===== src/col_pkg.sv =====
`timescale 1ns / 1ps

package col_pkg;

    localparam int LIST_DEPTH_DEF = 16;
    localparam int ID_W           = 16;
    localparam int OCC_W          = 5;
    localparam int OUT_TDATA_W    = 8;

    // controller -> datapath
    typedef struct packed {
        logic load;     // input beat accepted, latch it
        logic compare;  // compare all cells against the key
        logic scan;     // one step of the first-match sweep
        logic commit;   // apply the update and present the result
    } col_cmd_t;

    // datapath -> controller
    typedef struct packed {
        logic is_append;
        logic scan_done;
        logic out_busy;
    } col_status_t;

endpackage


===== src/col_ctrl.sv =====
`timescale 1ns / 1ps

module col_ctrl
(
    input  logic                 clk,
    input  logic                 rst_n,
    input  logic                 s_tvalid,
    output logic                 s_tready,
    input  col_pkg::col_status_t status,
    output col_pkg::col_cmd_t    cmd
);
    import col_pkg::*;

    localparam logic [1:0] ST_IDLE = 2'd0;
    localparam logic [1:0] ST_CMP  = 2'd1;
    localparam logic [1:0] ST_SCAN = 2'd2;
    localparam logic [1:0] ST_FIN  = 2'd3;

    logic [1:0] state_reg;
    logic [1:0] state_next;

    assign s_tready = (state_reg == ST_IDLE);

    always_comb
    begin
        state_next  = state_reg;
        cmd         = '0;
        case (state_reg)
            ST_IDLE:
            begin
                if (s_tvalid)
                begin
                    cmd.load   = 1'b1;
                    state_next = ST_CMP;
                end
            end
            ST_CMP:
            begin
                cmd.compare = 1'b1;
                state_next  = status.is_append ? ST_FIN : ST_SCAN;
            end
            ST_SCAN:
            begin
                if (status.scan_done)
                begin
                    state_next = ST_FIN;
                end
                else
                begin
                    cmd.scan = 1'b1;
                end
            end
            ST_FIN:
            begin
                if (!status.out_busy)
                begin
                    cmd.commit = 1'b1;
                    state_next = ST_IDLE;
                end
            end
            default:
            begin
                state_next = ST_IDLE;
            end
        endcase
    end

    always_ff @(posedge clk or negedge rst_n)
    begin
        if (!rst_n)
        begin
            state_reg <= ST_IDLE;
        end
        else
        begin
            state_reg <= state_next;
        end
    end

endmodule


===== src/col_dp.sv =====
`timescale 1ns / 1ps

module col_dp
#(
    parameter int LIST_DEPTH = col_pkg::LIST_DEPTH_DEF
)
(
    input  logic                            clk,
    input  logic                            rst_n,
    input  col_pkg::col_cmd_t               cmd,
    output col_pkg::col_status_t            status,
    input  logic                            in_kind,
    input  logic [col_pkg::ID_W-1:0]        in_id,
    output logic                            m_tvalid,
    input  logic                            m_tready,
    output logic [col_pkg::OUT_TDATA_W-1:0] m_tdata
);
    import col_pkg::*;

    localparam int CW = $clog2(LIST_DEPTH + 1);
    localparam int IW = (LIST_DEPTH > 1) ? $clog2(LIST_DEPTH) : 1;
    localparam int PAD_W = OUT_TDATA_W - 1 - OCC_W;

    logic [ID_W-1:0]       cells_reg [LIST_DEPTH];
    logic [LIST_DEPTH-1:0] match_reg;
    logic [LIST_DEPTH-1:0] mask_reg;
    logic                  run_reg;
    logic                  run_next;
    logic [CW-1:0]         idx_reg;
    logic [CW-1:0]         count_reg;
    logic [CW-1:0]         count_next;
    logic                  kind_reg;
    logic [ID_W-1:0]       id_reg;
    logic                  out_valid_reg;
    logic                  out_ok_reg;
    logic                  out_ok_next;
    logic [OCC_W-1:0]      out_occ_reg;
    logic                  has_room;

    assign has_room  = (count_reg < CW'(LIST_DEPTH));
    assign run_next  = run_reg | match_reg[idx_reg[IW-1:0]];

    assign status.is_append = !kind_reg;
    assign status.scan_done = (idx_reg == count_reg);
    assign status.out_busy  = out_valid_reg && !m_tready;

    assign m_tvalid = out_valid_reg;
    assign m_tdata  = {PAD_W'(0), out_occ_reg, out_ok_reg};

    // outcome of the pending item
    always_comb
    begin
        count_next  = count_reg;
        out_ok_next = 1'b0;
        if (!kind_reg)
        begin
            if (has_room)
            begin
                count_next  = count_reg + CW'(1);
                out_ok_next = 1'b1;
            end
        end
        else if (run_reg)
        begin
            count_next  = count_reg - CW'(1);
            out_ok_next = 1'b1;
        end
    end

    // control state
    always_ff @(posedge clk or negedge rst_n)
    begin
        if (!rst_n)
        begin
            count_reg     <= '0;
            out_valid_reg <= 1'b0;
        end
        else
        begin
            if (cmd.commit)
            begin
                count_reg     <= count_next;
                out_valid_reg <= 1'b1;
            end
            else if (m_tready)
            begin
                out_valid_reg <= 1'b0;
            end
        end
    end

    // payload and sweep state
    always_ff @(posedge clk)
    begin
        if (cmd.load)
        begin
            kind_reg <= in_kind;
            id_reg   <= in_id;
        end
        if (cmd.compare)
        begin
            idx_reg <= '0;
            run_reg <= 1'b0;
            for (int k = 0; k < LIST_DEPTH; k++)
            begin
                match_reg[k] <= (cells_reg[k] == id_reg) && (CW'(k) < count_reg);
            end
        end
        if (cmd.scan)
        begin
            mask_reg[idx_reg[IW-1:0]] <= run_next;
            run_reg                   <= run_next;
            idx_reg                   <= idx_reg + CW'(1);
        end
        if (cmd.commit)
        begin
            out_ok_reg  <= out_ok_next;
            out_occ_reg <= OCC_W'(count_next);
            if (!kind_reg)
            begin
                if (has_room)
                begin
                    cells_reg[count_reg[IW-1:0]] <= id_reg;
                end
            end
            else if (run_reg)
            begin
                // cells from the first match up close the gap
                for (int k = 0; k < LIST_DEPTH - 1; k++)
                begin
                    if (mask_reg[k])
                    begin
                        cells_reg[k] <= cells_reg[k+1];
                    end
                end
            end
        end
    end

endmodule


===== src/compacting_ordered_list_core.sv =====
`timescale 1ns / 1ps

// Ordered list of 16-bit identifiers, LIST_DEPTH cells deep, kept compact
// at the low end. An append beat (tuser = 0) stores its identifier at the
// tail when there is room; a remove beat (tuser = 1) deletes the lowest
// cell equal to its identifier and slides every later cell down one place.
// Each input beat yields exactly one result beat carrying a success flag
// and the occupancy after the operation. One item is in work at a time:
// a remove runs the first-match sweep that walks the registered compare
// vector one cell per cycle to build the shift mask; an append skips it.
// The result sits in an output register, so a stalled master side delays
// only the commit of the following item. No clearing pass after reset.
module compacting_ordered_list_core
#(
    parameter int LIST_DEPTH = col_pkg::LIST_DEPTH_DEF
)
(
    input  logic                            clk,
    input  logic                            rst_n,
    input  logic                            s_tvalid,
    output logic                            s_tready,
    input  logic [col_pkg::ID_W-1:0]        s_tdata,   // [15:0] car_id
    input  logic                            s_tuser,   // [0] kind: 0 append, 1 remove
    output logic                            m_tvalid,
    input  logic                            m_tready,
    output logic [col_pkg::OUT_TDATA_W-1:0] m_tdata    // [0] success, [5:1] occupancy, [7:6] 0
);
    import col_pkg::*;

    col_cmd_t    cmd;
    col_status_t status;

    col_ctrl u_ctrl
    (
        .clk      (clk),
        .rst_n    (rst_n),
        .s_tvalid (s_tvalid),
        .s_tready (s_tready),
        .status   (status),
        .cmd      (cmd)
    );

    col_dp #(.LIST_DEPTH(LIST_DEPTH)) u_dp
    (
        .clk      (clk),
        .rst_n    (rst_n),
        .cmd      (cmd),
        .status   (status),
        .in_kind  (s_tuser),
        .in_id    (s_tdata),
        .m_tvalid (m_tvalid),
        .m_tready (m_tready),
        .m_tdata  (m_tdata)
    );

    // a result is never committed over one that is still stalled
    assert property (@(posedge clk) disable iff (!rst_n)
        cmd.commit |-> !status.out_busy)
        else $error("commit while result beat stalled");

    // one item in work: an accepted beat closes the slave side
    assert property (@(posedge clk) disable iff (!rst_n)
        s_tvalid && s_tready |=> !s_tready)
        else $error("second beat accepted while busy");

    // every commit presents a result beat
    assert property (@(posedge clk) disable iff (!rst_n)
        cmd.commit |=> m_tvalid)
        else $error("commit without result beat");

endmodule


===== config.mk =====
export PLATFORM = sky130hd
export DESIGN_NAME = compacting_ordered_list_core
export DESIGN_NICKNAME = d
export VERILOG_FILES = /design/src/col_pkg.sv /design/src/col_ctrl.sv /design/src/col_dp.sv /design/src/compacting_ordered_list_core.sv
export SDC_FILE = /design/constraint.sdc
export NUM_CORES = 1
export LEC_CHECK = 0
export BUFFER_PORTS_ARGS = -buffer_cell sky130_fd_sc_hd__buf_2
export CAP_MARGIN = 20
export CORE_ASPECT_RATIO = 0.5
export CORE_MARGIN = 1.5
export CORE_UTILIZATION = 30
export CTS_BUF_LIST = sky130_fd_sc_hd__clkbuf_4 sky130_fd_sc_hd__clkbuf_8 sky130_fd_sc_hd__clkbuf_16
export DETAILED_ROUTE_END_ITERATION = 6
export PLACE_DENSITY_LB_ADDON = 0.3
export SLEW_MARGIN = 25
export SYNTH_ARGS = -nofsm -noshare
export SYNTH_HDL_FRONTEND = slang
export SYNTH_SLANG_ARGS = --single-unit

===== constraint.sdc =====
create_clock -name clk -period 4.7 [get_ports clk]
set_input_delay 0.705 -clock clk [delete_from_list [all_inputs] [get_ports clk]]
set_output_delay 0.705 -clock clk [all_outputs]
set_load 0.03 [all_outputs]

* Yosys cells after proc, flatten, opt, wreduce, memory -nomap -nowiden
Memory sizes are Yosys's and may differ from the RTL's.
Index checks and enable logic that the tools add are counted.
** Operators by class
- $lt $le $gt $ge :: 19
- Reductions and logical operators :: 24
- Bitwise logic cells :: 1
- Muxes and demuxes :: 110
- Add/subtract/negate cells :: 3
- Equal/unequal tests :: 23
** Operators by type and width (number)
- 16-bit equality test :: 16
- 1-bit two-way mux :: 96
- 4-bit by 5-bit less-than comparator with 1-bit output (first input constant) :: 8
- 5-bit two-way mux :: 5
- 3-bit by 5-bit less-than comparator with 1-bit output (first input constant) :: 4
- 1-bit logical AND :: 18
- 16-bit bitwise mux :: 1
- 16-bit two-way mux :: 1
- 16-bit OR reduction :: 1
- 5-bit by 1-bit adder with 5-bit output (second input constant) :: 2
- 1-bit by 5-bit less-than comparator with 1-bit output (first input constant) :: 2
- 2-bit by 5-bit less-than comparator with 1-bit output (first input constant) :: 2
- 2-bit case mux with 4 select lines :: 1
- 2-bit two-way mux :: 3
- 2-bit inequality test (second input constant) :: 3
- 5-bit equality test :: 1
- 4-bit by 5-bit less-than comparator with 1-bit output (second input constant) :: 1
- 5-bit less-than comparator (second input constant) :: 1
- 5-bit by 1-bit subtractor with 5-bit output (second input constant) :: 1
- 1-bit binary-select mux with 4-bit select :: 1
- 1-bit demux with 4-bit select :: 1
- 2-bit equality test (second input constant) :: 2
- 4-bit by 1-bit greater-or-equal comparator with 1-bit output (second input constant) :: 1
- 4-bit two-way mux :: 1
- 6 further kinds :: 7
** Storage, ports and cells
- Memories :: 1
- Output and inout bits :: 10
- Bits in writable memories :: 256
- Register bits after elaboration :: 69
** Memories
- u_dp.cells_reg :: depth 16, width 16, read ports 16, clocked after memory_dff 0, wr ports 15, line col_dp.sv:24 : logic [ID_W-1:0] cells_reg [LIST_DEPTH];

* Longest topological paths before layout
Gate-level depths: netlist of run 1.
- Word-level depth :: 8
- Depth in mapped cells :: 7

* Hierarchy
From an unflattened synthesis of run 1, not the netlist that was laid out.
** Second synthesis, totals
- Cells, all modules :: 1203
- Area, all modules :: 17506.8 µm²
** Modules (own cells, without submodules)
- col_dp :: cells each 1183, times used 1, area each 17295.3 µm²
- col_ctrl :: cells each 20, times used 1, area each 211.5 µm²

* Worst setup path after synthesis of run 1
Ideal clock, no wire load.
- Path type :: input -> register
- Start :: in m_tready
- End :: mem u_dp.cells_reg[13][0] (enable)
- Library setup time :: 374 ps
- Setup slack :: 2386 ps
- Stages on the path :: 6
- Arrival time :: 1941 ps
- Data required time :: 4326 ps
- Buffers on the path :: 3
- Path through :: nand2b_1 -> and3_1 -> buf_4 -> buf_6 -> buf_2 -> a22o_1
** RTL lines
- start, declared :: line compacting_ordered_list_core.sv:25 : input logic m_tready,
- end, declared :: line col_dp.sv:24

==> results of run 1 <==
## worst max path at each step
stage	from	endpoint	slack, ns	depth (start not counted)
3_5_place_dp	m_tready	u_dp.cells_reg[14][2]	1.55	5
3_3_place_gp	m_tready	u_dp.cells_reg[14][13]	1.58	5
4_1_cts	u_ctrl.state_reg[1]	u_dp.cells_reg[4][3]	1.83	4
6_report	u_dp.kind_reg	u_dp.cells_reg[5][12]	1.85	4
5_1_grt	u_dp.kind_reg	u_dp.cells_reg[5][7]	1.66	4
2_1_floorplan	m_tready	u_dp.cells_reg[13][0]	2.39	6
## cell type report
type	count	area [um^2]
Inverter	7	26.3
Timing Repair Buffer	61	428
Sequential cell	324	9690
Fill cell	5581	38000
Clock buffer	46	976
Multi-Input combinational cell	760	7290
Clock inverter	17	153
Tap cell	768	961
## cell families (layout without fill, tap and decap cells)
family	Yosys count	in the layout	share of synthesized area [%]
buffers and inverters	107	131	3.17
AOI/OAI and AO/OA	49	49	2.04
DFF	324	324	55.3
and+or+nand+nor	174	174	6.73
other	1	2	0.0214
adders and majority gates	13	13	0.928
muxes	251	251	18.3
xor gates and xnor gates	271	271	13.5
## worst reg2reg max path, cell delays in order (launching register included)
cell      delay [ns]
edfxtp_1        0.48
and2_1          0.21
and3_2          0.73
buf_4           0.38
a22o_1          0.66
## what timing repair did
item,4_1_cts,5_1_grt
gates resized for setup,0,0
hold buffers,1,0
buffers inserted,0,0
hold endpoints to repair,8,0
## report_power, final
part	internal [mW]	switching, mW
Clock	1.59	1.18
Combinational	1.04	1.37
Sequential	3.74	0.408
Total	6.37	2.96
## layer usage
layer | wire [um] | part of all wire (%) | GRT usage [%]
met2 | 19300 | 46 | 22.2
met4 | 825 | 2.0 | 3.51
met3 | 2230 | 5.3 | 2.76
met5 | 0 | 0 | 0
met1 | 19800 | 47 | 19.9
## layout by cell type (no fill, tap or decap), types with 9 or more instances in the layout
cell	n
buf_2	28
clkbuf_16	36
buf_4	29
nand3_1	11
nand2_8	10
nand4_1	27
xnor2_1	106
clkbuf_4	10
and3_1	12
mux2_2	149
xor2_1	165
edfxtp_1	316
nor2_1	13
nor4_1	42
a22o_1	15
nand2_1	9
mux2_4	100
ha_1	13
nor3_1	13
==> results by group, run 1 <==
Setup path
  • FF-to-FF path depth: 4
  • Reg2reg start: u_dp.kind_reg
  • Crit path cell chain: and2_1 -> and3_2 -> buf_4 -> a22o_1
  • R2r setup slk: 1.85 ns
  • Largest delay contributor family on the critical path: simple AND/OR/NAND/NOR gates
  • Crit path buf inv count: 1
  • CP max-delay cell: and3_2
  • Critical path startpoint category: register
  • Crit path required time: 4.85 ns
  • Crit path kind: reg2reg
  • Reg2reg end: u_dp.cells_reg[5][12]
  • CP max FO: 17
  • Max incr delay on CP: 0.73 ns
  • Endpoint class of the critical path: register
  • Critical path arrival: 3.00 ns

Cells and area
  • Layout area overhead: 11.4%
  • Post-route insts no fill: 1983
  • Util after Layout: 33.9%
  • Share of cells above drive strength 1: 31.9%
  • Layout net count: 1223
  • Max reg flops: 256
  • Design area: 0.0195 mm^2
  • N_diodes: 0

Synthesis
  • Cell area after synthesis: 0.0175 mm^2
  • Top-count cell post-synth: edfxtp_1
  • Dominant synthesized flop cell: edfxtp_1
  • #FFs+latches synth: 324
  • Yosys Warn Count: 0
  • Number of synthesized flops with an enable pin: 316
  • Post-synth cell types: 52
  • Top-area cell type share of the netlist area: 54.1%
  • Synth top area cells: edfxtp_1 54%, mux2_2 9.6%, mux2_4 8.6%
  • Commonest cells post-synth: 316 x edfxtp_1, 165 x xor2_1, 149 x mux2_2, 106 x xnor2_1, 100 x mux2_4
  • Avg Inst Size Synth: 14.7 um^2
  • Asr flop ratio synth: 2.47%
  • Sequential fraction of the synthesis area: 55.3%
  • Post-Syn Instances: 1190
  • Synth area leader: edfxtp_1

STA
  • Post-route setup slack: 1.85 ns
  • Fmax: 0.351 GHz
  • Slew @ Worst Pin: 0.930 ns
  • Worst hold slack: 0.336 ns
  • RSZ-0062 raised after global routing: false
  • Setup Skew: 0.0264 ns
  • Setup_tns: 0 ns
  • Final period utilization: 60.7%
  • Setup violators final: 0
  • Shortest period the worst path allows: 2.85 ns
  • Slew HR: 38.0%
  • Hold Vio Cnt, Final: 0
  • Final max-slew violation count: 0

Floorplan
  • IO Pins: 31
  • Initial Util: 30.5%
  • Die area: 0.0600 mm^2
  • Core area: 0.0576 mm^2
  • Rows: 62
  • Die height: 174 um
  • Die width: 345 um

Hold path
  • Worst Hold Class: in2reg
  • HP Start: s_tdata[12]
  • WHS Endpoint: u_dp.id_reg[12]
  • WHS Path Cells: 1

Clock network
  • H-Tree Depth: 2
  • Root buffer cell: clkbuf_16
  • CTS sink cnt: 324
  • Skew-Pair Late Insertion Delay: 0.54 ns
  • Inserted Clock Buffers: 35
  • TritonCTS clock tree: built
  • Max clock buf depth: 3
  • Clk slew on worst S/H paths: 0.06 ns

Run status
  • Status: finished clean

Power
  • Leakage: 6.88 nW
  • Pwr Total: 9.33 mW
  • Worst vdd ir: 0.206 mV
  • Pwr/cell area: 478 mW/mm^2

Placement
  • Final Wtd Congestion: 0.822
  • DP Cell Count: 1918
  • Port bufs: 28
  • Placed Area: 0.0184 mm^2
  • Setup WS pre-CTS: 1.55 ns
  • HPWL Detailed: 28500 um

Flow run
  • Max cap viols: 0

Detailed routing
  • Pre-Repair DR Iteration Count: 5
  • Final antenna-violating net count: 0
  • DRC violation total after the first TritonRoute iteration: 710
  • Vias: 9447
  • Drt total wl: 42100 um
  • Residual DRC count: 0
  • Vias per cell: 4.76
  • Wire per inst: 21.3 um

GRT
  • Overflow after GRT: 0
  • Tot GR Track Use: 14.1%
  • Vias in the first global route: 9797
  • Largest net degree at the start of global routing: 33
  • First-pass GRT wire length: 63900 um
  • Antenna violations before repair: 0
Power figures use the tool's default switching activity.
==> inputs of run 2 (changes only) <==
==> constraint.sdc (replaced) <==
create_clock -name clk -period 2.5 [get_ports clk]
set_input_delay 0.375 -clock clk [delete_from_list [all_inputs] [get_ports clk]]
set_output_delay 0.375 -clock clk [all_outputs]
set_load 0.03 [all_outputs]
==> run 2 against run 1 <==
  * Non-clock buffer count rose by 61
  * Design area rose by 2.9%
  * Setup slack got worse by 1.6 ns
  * Clock skew increased by 0.0039 ns
  * Clock power increased by 86%
  * First-iteration DRC count is 7.3% lower
  * Sequential power grew 82%
  * Via count is 3.0% higher
  * Sequential cell count stayed put
==> results by group, run 2 (synthesis results as in run 1) <==
Run status
  • Status: finished clean

Detailed routing
  • Vias: 9727
  • Pre-Repair DR Iteration Count: 5
  • Wire per inst: 21.1 um
  • Final antenna-violating net count: 0
  • DRC violation total after the first TritonRoute iteration: 658
  • Residual DRC count: 0
  • Vias per cell: 4.77
  • Drt total wl: 42900 um

Clock network
  • CTS sink cnt: 324
  • Clk slew on worst S/H paths: 0.06 ns
  • Post-CTS Resized: 0
  • Skew-Pair Late Insertion Delay: 0.54 ns
  • Inserted Clock Buffers: 34
  • Root buffer cell: clkbuf_16
  • TritonCTS clock tree: built
  • Hold buffer count at cts: 9
  • Post-CTS setup buffers: 0
  • H-Tree Depth: 2
  • Max clock buf depth: 3

Cells and area
  • Layout net count: 1283
  • N_diodes: 0
  • Max reg flops: 256
  • Layout area overhead: 14.6%
  • Share of cells above drive strength 1: 34.2%
  • Commonest non-fill, non-tap cell in the layout: edfxtp_1
  • Most frequent cells in the layout: 316 x edfxtp_1, 165 x xor2_1, 149 x mux2_2, 106 x xnor2_1, 100 x mux2_4

Placement
  • HPWL Detailed: 29800 um
  • Port bufs: 28
  • Final Wtd Congestion: 0.833

GRT
  • Antenna violations before repair: 0
  • First-pass GRT wire length: 65700 um
  • Vias in the first global route: 10400
  • Largest net degree at the start of global routing: 33
  • Tot GR Track Use: 14.4%
  • Overflow after GRT: 0

STA
  • Hold Vio Cnt, Final: 0
  • Final period utilization: 88.6%
  • RSZ-0062 raised after global routing: false
  • Fmax: 0.451 GHz
  • Final max-slew violation count: 0
  • Setup violators final: 0
  • Setup_tns: 0 ns
  • Slew HR: 45.6%
  • Setup Skew: 0.0303 ns
  • Shortest period the worst path allows: 2.22 ns
  • Slew @ Worst Pin: 0.817 ns

Hold path
  • WHS Endpoint: u_dp.id_reg[12]
  • WHS Path Cells: 1
  • HP Start: s_tdata[12]
  • Worst Hold Class: in2reg

Power
  • Worst vdd ir: 0.419 mV
  • Leakage: 7.20 nW
  • Pwr Total: 17.9 mW
  • Pwr/cell area: 891 mW/mm^2

Setup path
  • Reg2reg end: u_dp.match_reg[0]
  • Critical path arrival: 2.58 ns
  • Reg2reg start: u_dp.id_reg[13]
  • Crit path kind: reg2reg
  • Endpoint class of the critical path: register
  • R2r setup slk: 0.28 ns
  • Critical path startpoint category: register
  • Crit path required time: 2.87 ns
  • CP max FO: 10
  • FF-to-FF path depth: 5

Floorplan
  • Die area: 0.0600 mm^2
  • Die height: 174 um
  • IO Pins: 31
  • Rows: 62
  • Core area: 0.0576 mm^2
  • Initial Util: 30.5%
  • Die width: 345 um

Flow run
  • Max cap viols: 0
run 2: changes by cell type in the layout (fill, tap and decap cells not counted), sizes merged:
cell | before | now
clkbuf | 46 | 40
clkinvlp | 1 | 2
bufinv | 2 | 3
dlygate4sd3 | 1 | 10
clkinv | 12 | 11
buf | 60 | 112
inv | 9 | 8
run 2: power by group:
group | internal, mW | switching [mW] | leakage (nW)
registers | 7.02 | 0.548 | 2.97
clock network | 2.94 | 2.19 | 0.543
logic | 2.26 | 2.94 | 3.68
total | 12.2 | 5.69 | 7.20
run 2: layer usage:
metal	routed length, um	GRT usage, %	part of all wire [%]	vias up
met4	852	3.71	2.0	0
met5	0	0	0	-
met1	20100	20.1	47	4994
met3	1860	2.44	4.3	51
li1	-	-	-	4503
met2	20100	23.2	47	179
run 2: worst max-delay path by stage:
stage,from,cells past startpoint,end
3_3_place_gp,u_dp.id_reg[15],5,u_dp.match_reg[12]
4_1_cts,u_dp.id_reg[15],5,u_dp.match_reg[12]
6_report,u_dp.id_reg[13],5,u_dp.match_reg[0]
5_1_grt,u_dp.id_reg[13],5,u_dp.match_reg[0]
3_5_place_dp,u_dp.id_reg[13],5,u_dp.match_reg[4]
2_1_floorplan,u_dp.m_tvalid,6,u_dp.cells_reg[13][0]
run 2: critical path, stage by stage (launching register included):
cell,delay (ns)
edfxtp_1,0.88
buf_4,0.37
xor2_1,0.11
nor4_1,0.35
nand3_1,0.14
a211oi_1,0.18
run 2: area by class of cell:
type,count,area [um^2]
Tap cell,768,961
Fill cell,5512,37500
Inverter,7,26.3
Sequential cell,324,9690
Clock buffer,40,920
Clock inverter,17,170
Multi-Input combinational cell,760,7290
Timing Repair Buffer,122,1030
run 2: stage by stage:
stage	hold slack, ns	instance area, um^2	utilization, %	worst slack, ns	std cells
after floorplan	0.0794	17500	-	0.379	1191
after CTS	0.00163	20100	34.9	0.236	2037
after global placement	0.225	18900	32.8	0.229	1971
after global routing	0.00647	20100	34.9	0.0154	2038
final	0.0234	20100	34.9	0.284	2038
after detailed placement	0.226	18900	32.8	0.254	1971
==> inputs of run 3 (changes only) <==
--- a/config.mk
+++ b/config.mk
@@ -16,4 +16,5 @@
 export SLEW_MARGIN = 25
 export SYNTH_ARGS = -nofsm -noshare
 export SYNTH_HDL_FRONTEND = slang
+export SYNTH_HIERARCHICAL = 1
 export SYNTH_SLANG_ARGS = --single-unit
==> run 3 against run 2 <==
  * Die area down 0.16%
  * Combinational power down 4.2%
  * Highest routed layer unchanged
  * Non-clock buffer count shrank 15
  * Setup slack got worse by 0.12 ns
  * Fmax fell by 5.2%
  * Via count shrank 1.4%
  * Critical path type unchanged
  * Final cell count increased by 0.29%
  * Routed wire length is 4.6% lower
  * Critical endpoint is now u_dp/match_reg[11]
  * Largest power group unchanged
  * Synthesized cell count increased by 1.1%
==> results by group, run 3 <==
Placement
  • Setup WS pre-CTS: 0.127 ns
  • HPWL Detailed: 28900 um
  • Port bufs: 28
  • Final Wtd Congestion: 0.843

Synthesis
  • Yosys Warn Count: 6
  • Post-Syn Instances: 1203
  • Cell area after synthesis: 0.0175 mm^2
  • Synth area leader: edfxtp_1
  • XOR/XNOR Fraction of Synth Area: 13.6%
  • Dominant synthesized flop cell: edfxtp_1
  • Top-area cell type share of the netlist area: 54.2%
  • Asr flop ratio synth: 2.47%
  • Synth Area in Simple Gates: 7.25%
  • Mux cell area share after synthesis: 18.1%
  • Synth Area in Compound Gates: 1.23%
  • Synth top area cells: edfxtp_1 54%, mux2_2 10%, xor2_1 9.8%
  • #FFs+latches synth: 324
  • Number of synthesized flops with an enable pin: 316
  • Sequential fraction of the synthesis area: 55.3%
  • Avg Inst Size Synth: 14.6 um^2
  • Largest family of logic cells by synthesized area: multiplexers
  • Adder-Cell Fraction of Synth Area: 0.858%
  • Post-synth cell types: 51
  • Top-count cell post-synth: edfxtp_1
  • Commonest cells post-synth: 316 x edfxtp_1, 195 x xor2_1, 158 x mux2_2, 91 x mux2_4, 76 x xnor2_1

Setup path
  • Endpoint class of the critical path: register
  • Critical path arrival: 2.67 ns
  • FF-to-FF path depth: 6
  • Crit path required time: 2.83 ns
  • CP dominant cell by count: buf_4
  • Crit path kind: reg2reg
  • R2r setup slk: 0.16 ns
  • Max incr delay on CP: 0.88 ns
  • CP max-delay cell: edfxtp_1
  • CP max FO: 8
  • Reg2reg end: u_dp/match_reg[11]
  • Reg2reg start: u_dp/id_reg[12]
  • Critical path startpoint category: register
  • Crit path cell chain: buf_4 -> buf_4 -> xor2_1 -> nor4_1 -> nand4_1 -> nor3_1

Cells and area
  • Util after Layout: 34.9%
  • Multi-input gate area: 0.00729 mm^2
  • Layout net count: 1285
  • Storage cell area: 0.00969 mm^2
  • FILL cells: 5475
  • Commonest non-fill, non-tap cell in the layout: edfxtp_1
  • Most frequent cells in the layout: 316 x edfxtp_1, 195 x xor2_1, 158 x mux2_2, 91 x mux2_4, 76 x xnor2_1
  • Share of cells above drive strength 1: 34.3%
  • N_diodes: 0
  • Layout area overhead: 14.5%
  • Max reg flops: 256

STA
  • Hold Vio Cnt, Final: 0
  • RSZ-0062 raised after global routing: false
  • Fmax: 0.428 GHz
  • Shortest period the worst path allows: 2.34 ns
  • Post-route setup slack: 0.163 ns
  • Setup_tns: 0 ns
  • Slew @ Worst Pin: 0.826 ns
  • Worst hold slack: 0.0251 ns
  • Final period utilization: 93.5%
  • Slew HR: 44.9%
  • Setup Skew: 0.0235 ns
  • Setup violators final: 0
  • Final max-slew violation count: 0

Detailed routing
  • Wire per inst: 20.0 um
  • Final antenna-violating net count: 0
  • Drt total wl: 40900 um
  • DRC violation total after the first TritonRoute iteration: 630
  • Residual DRC count: 0
  • Vias per cell: 4.69
  • Vias: 9586
  • Pre-Repair DR Iteration Count: 5

GRT
  • Overflow after GRT: 0
  • Tot GR Track Use: 13.8%
  • Largest net degree at the start of global routing: 33
  • Antenna violations before repair: 0
  • First-pass GRT wire length: 62700 um
  • Vias in the first global route: 10100

Power
  • Clock network fraction of total power: 28.3%
  • Leakage: 7.15 nW
  • Sw frac: 31.2%
  • Reg power frac: 43.1%
  • P_int: 12.0 mW
  • Worst vdd ir: 0.376 mV
  • Part of the power in combinational logic: 28.6%
  • Pwr/cell area: 868 mW/mm^2
  • Psw: 5.43 mW

Clock network
  • H-Tree Depth: 2
  • Inserted Clock Buffers: 35
  • Max clock buf depth: 3
  • Clk slew on worst S/H paths: 0.06 ns
  • CTS sink cnt: 324
  • Root buffer cell: clkbuf_16
  • TritonCTS clock tree: built
  • Skew-Pair Late Insertion Delay: 0.54 ns

Hold path
  • WHS Path Cells: 1
  • WHS Endpoint: u_dp/id_reg[9]
  • HP Start: s_tdata[9]
  • Worst Hold Class: in2reg

Run status
  • Status: finished clean

Floorplan
  • Die area: 0.0599 mm^2
  • Initial Util: 30.5%
  • Rows: 62
  • Die height: 174 um
  • Die width: 345 um
  • IO Pins: 31
  • Core area: 0.0575 mm^2

Flow run
  • Max cap viols: 0
run 3: layout make-up:
type                       count  share of cell area (%)
timing repair buffer         107                    5.03
clock inverter                14                   0.406
clock buffer                  47                    4.90
sequential                   324                    48.3
inverter                      11                   0.206
tap                          768                    4.79
multi-input combinational    773                    36.3
run 3: worst max-delay path by stage:
stage / from / endpoint / slack (ns) / depth (start not counted)
floorplan: u_dp/m_tvalid / u_dp/cells_reg[12][0] / -0.007 / 7
global placement: m_tready / u_dp/cells_reg[14][14] / 0.18 / 7
detailed placement: u_dp/m_tvalid / u_dp/cells_reg[0][8] / 0.13 / 6
CTS: u_dp/m_tvalid / u_dp/cells_reg[0][7] / 0.12 / 6
global route: u_dp/m_tvalid / u_dp/cells_reg[14][14] / 0.02 / 6
finish: u_dp/id_reg[12] / u_dp/match_reg[11] / 0.16 / 6
run 3: per-layer routing:
metal	global-route usage [%]	up-vias	wire length (um)
met1	18.3	4871	18500
li1	-	4454	-
met4	4.37	0	1150
met2	22.9	180	19700
met5	0	-	0
met3	2.25	81	1560
run 3: what timing repair did:
action / 4_1_cts / 5_1_grt
gates resized for setup: 0 / 1
endpoints found under the hold margin: 22 / 0
hold buffers: 15 / 0
buffers inserted: 0 / 0
setup endpoints to repair: 0 / 16
run 3: power groups by stage:
stage | Sequential (mW) | Combinational, mW | Clock, mW
floorplan | 7.45 | 3.49 | 0
global placement | 7.62 | 4.85 | 0
detailed placement | 7.63 | 4.94 | 0
CTS | 7.52 | 4.99 | 5.07
global route | 7.58 | 5.37 | 5.27
finish | 7.51 | 4.98 | 4.92
run 3: critical path, delay by kind of cell (launching register included):
| family | cells | cell delay (ns) |
|---|---|---|
| xor+xnor | 1 | 0.09 |
| simple gates | 3 | 0.62 |
| flops | 1 | 0.88 |
| buf+inv | 2 | 0.52 |
run 3: logic make-up (layout without fill, tap and decap cells):
group	Yosys count	in the layout
multiplexers	250	250
buffers and inverters	107	179
flip-flops	324	324
XOR/XNOR	271	271
AND/OR/NAND/NOR	210	210
other	1	2
adder cells (fa/ha/maj)	12	12
AO/OA/AOI/OAI	28	28
run 3: stage by stage:
stage,power [mW],cells,instance area (um^2)
6_report,17.4,2044,20100
5_1_grt,18.2,2044,20100
2_1_floorplan,10.9,1204,17600
3_5_place_dp,12.6,1968,18800
4_1_cts,17.6,2044,20000
3_3_place_gp,12.5,1968,18800
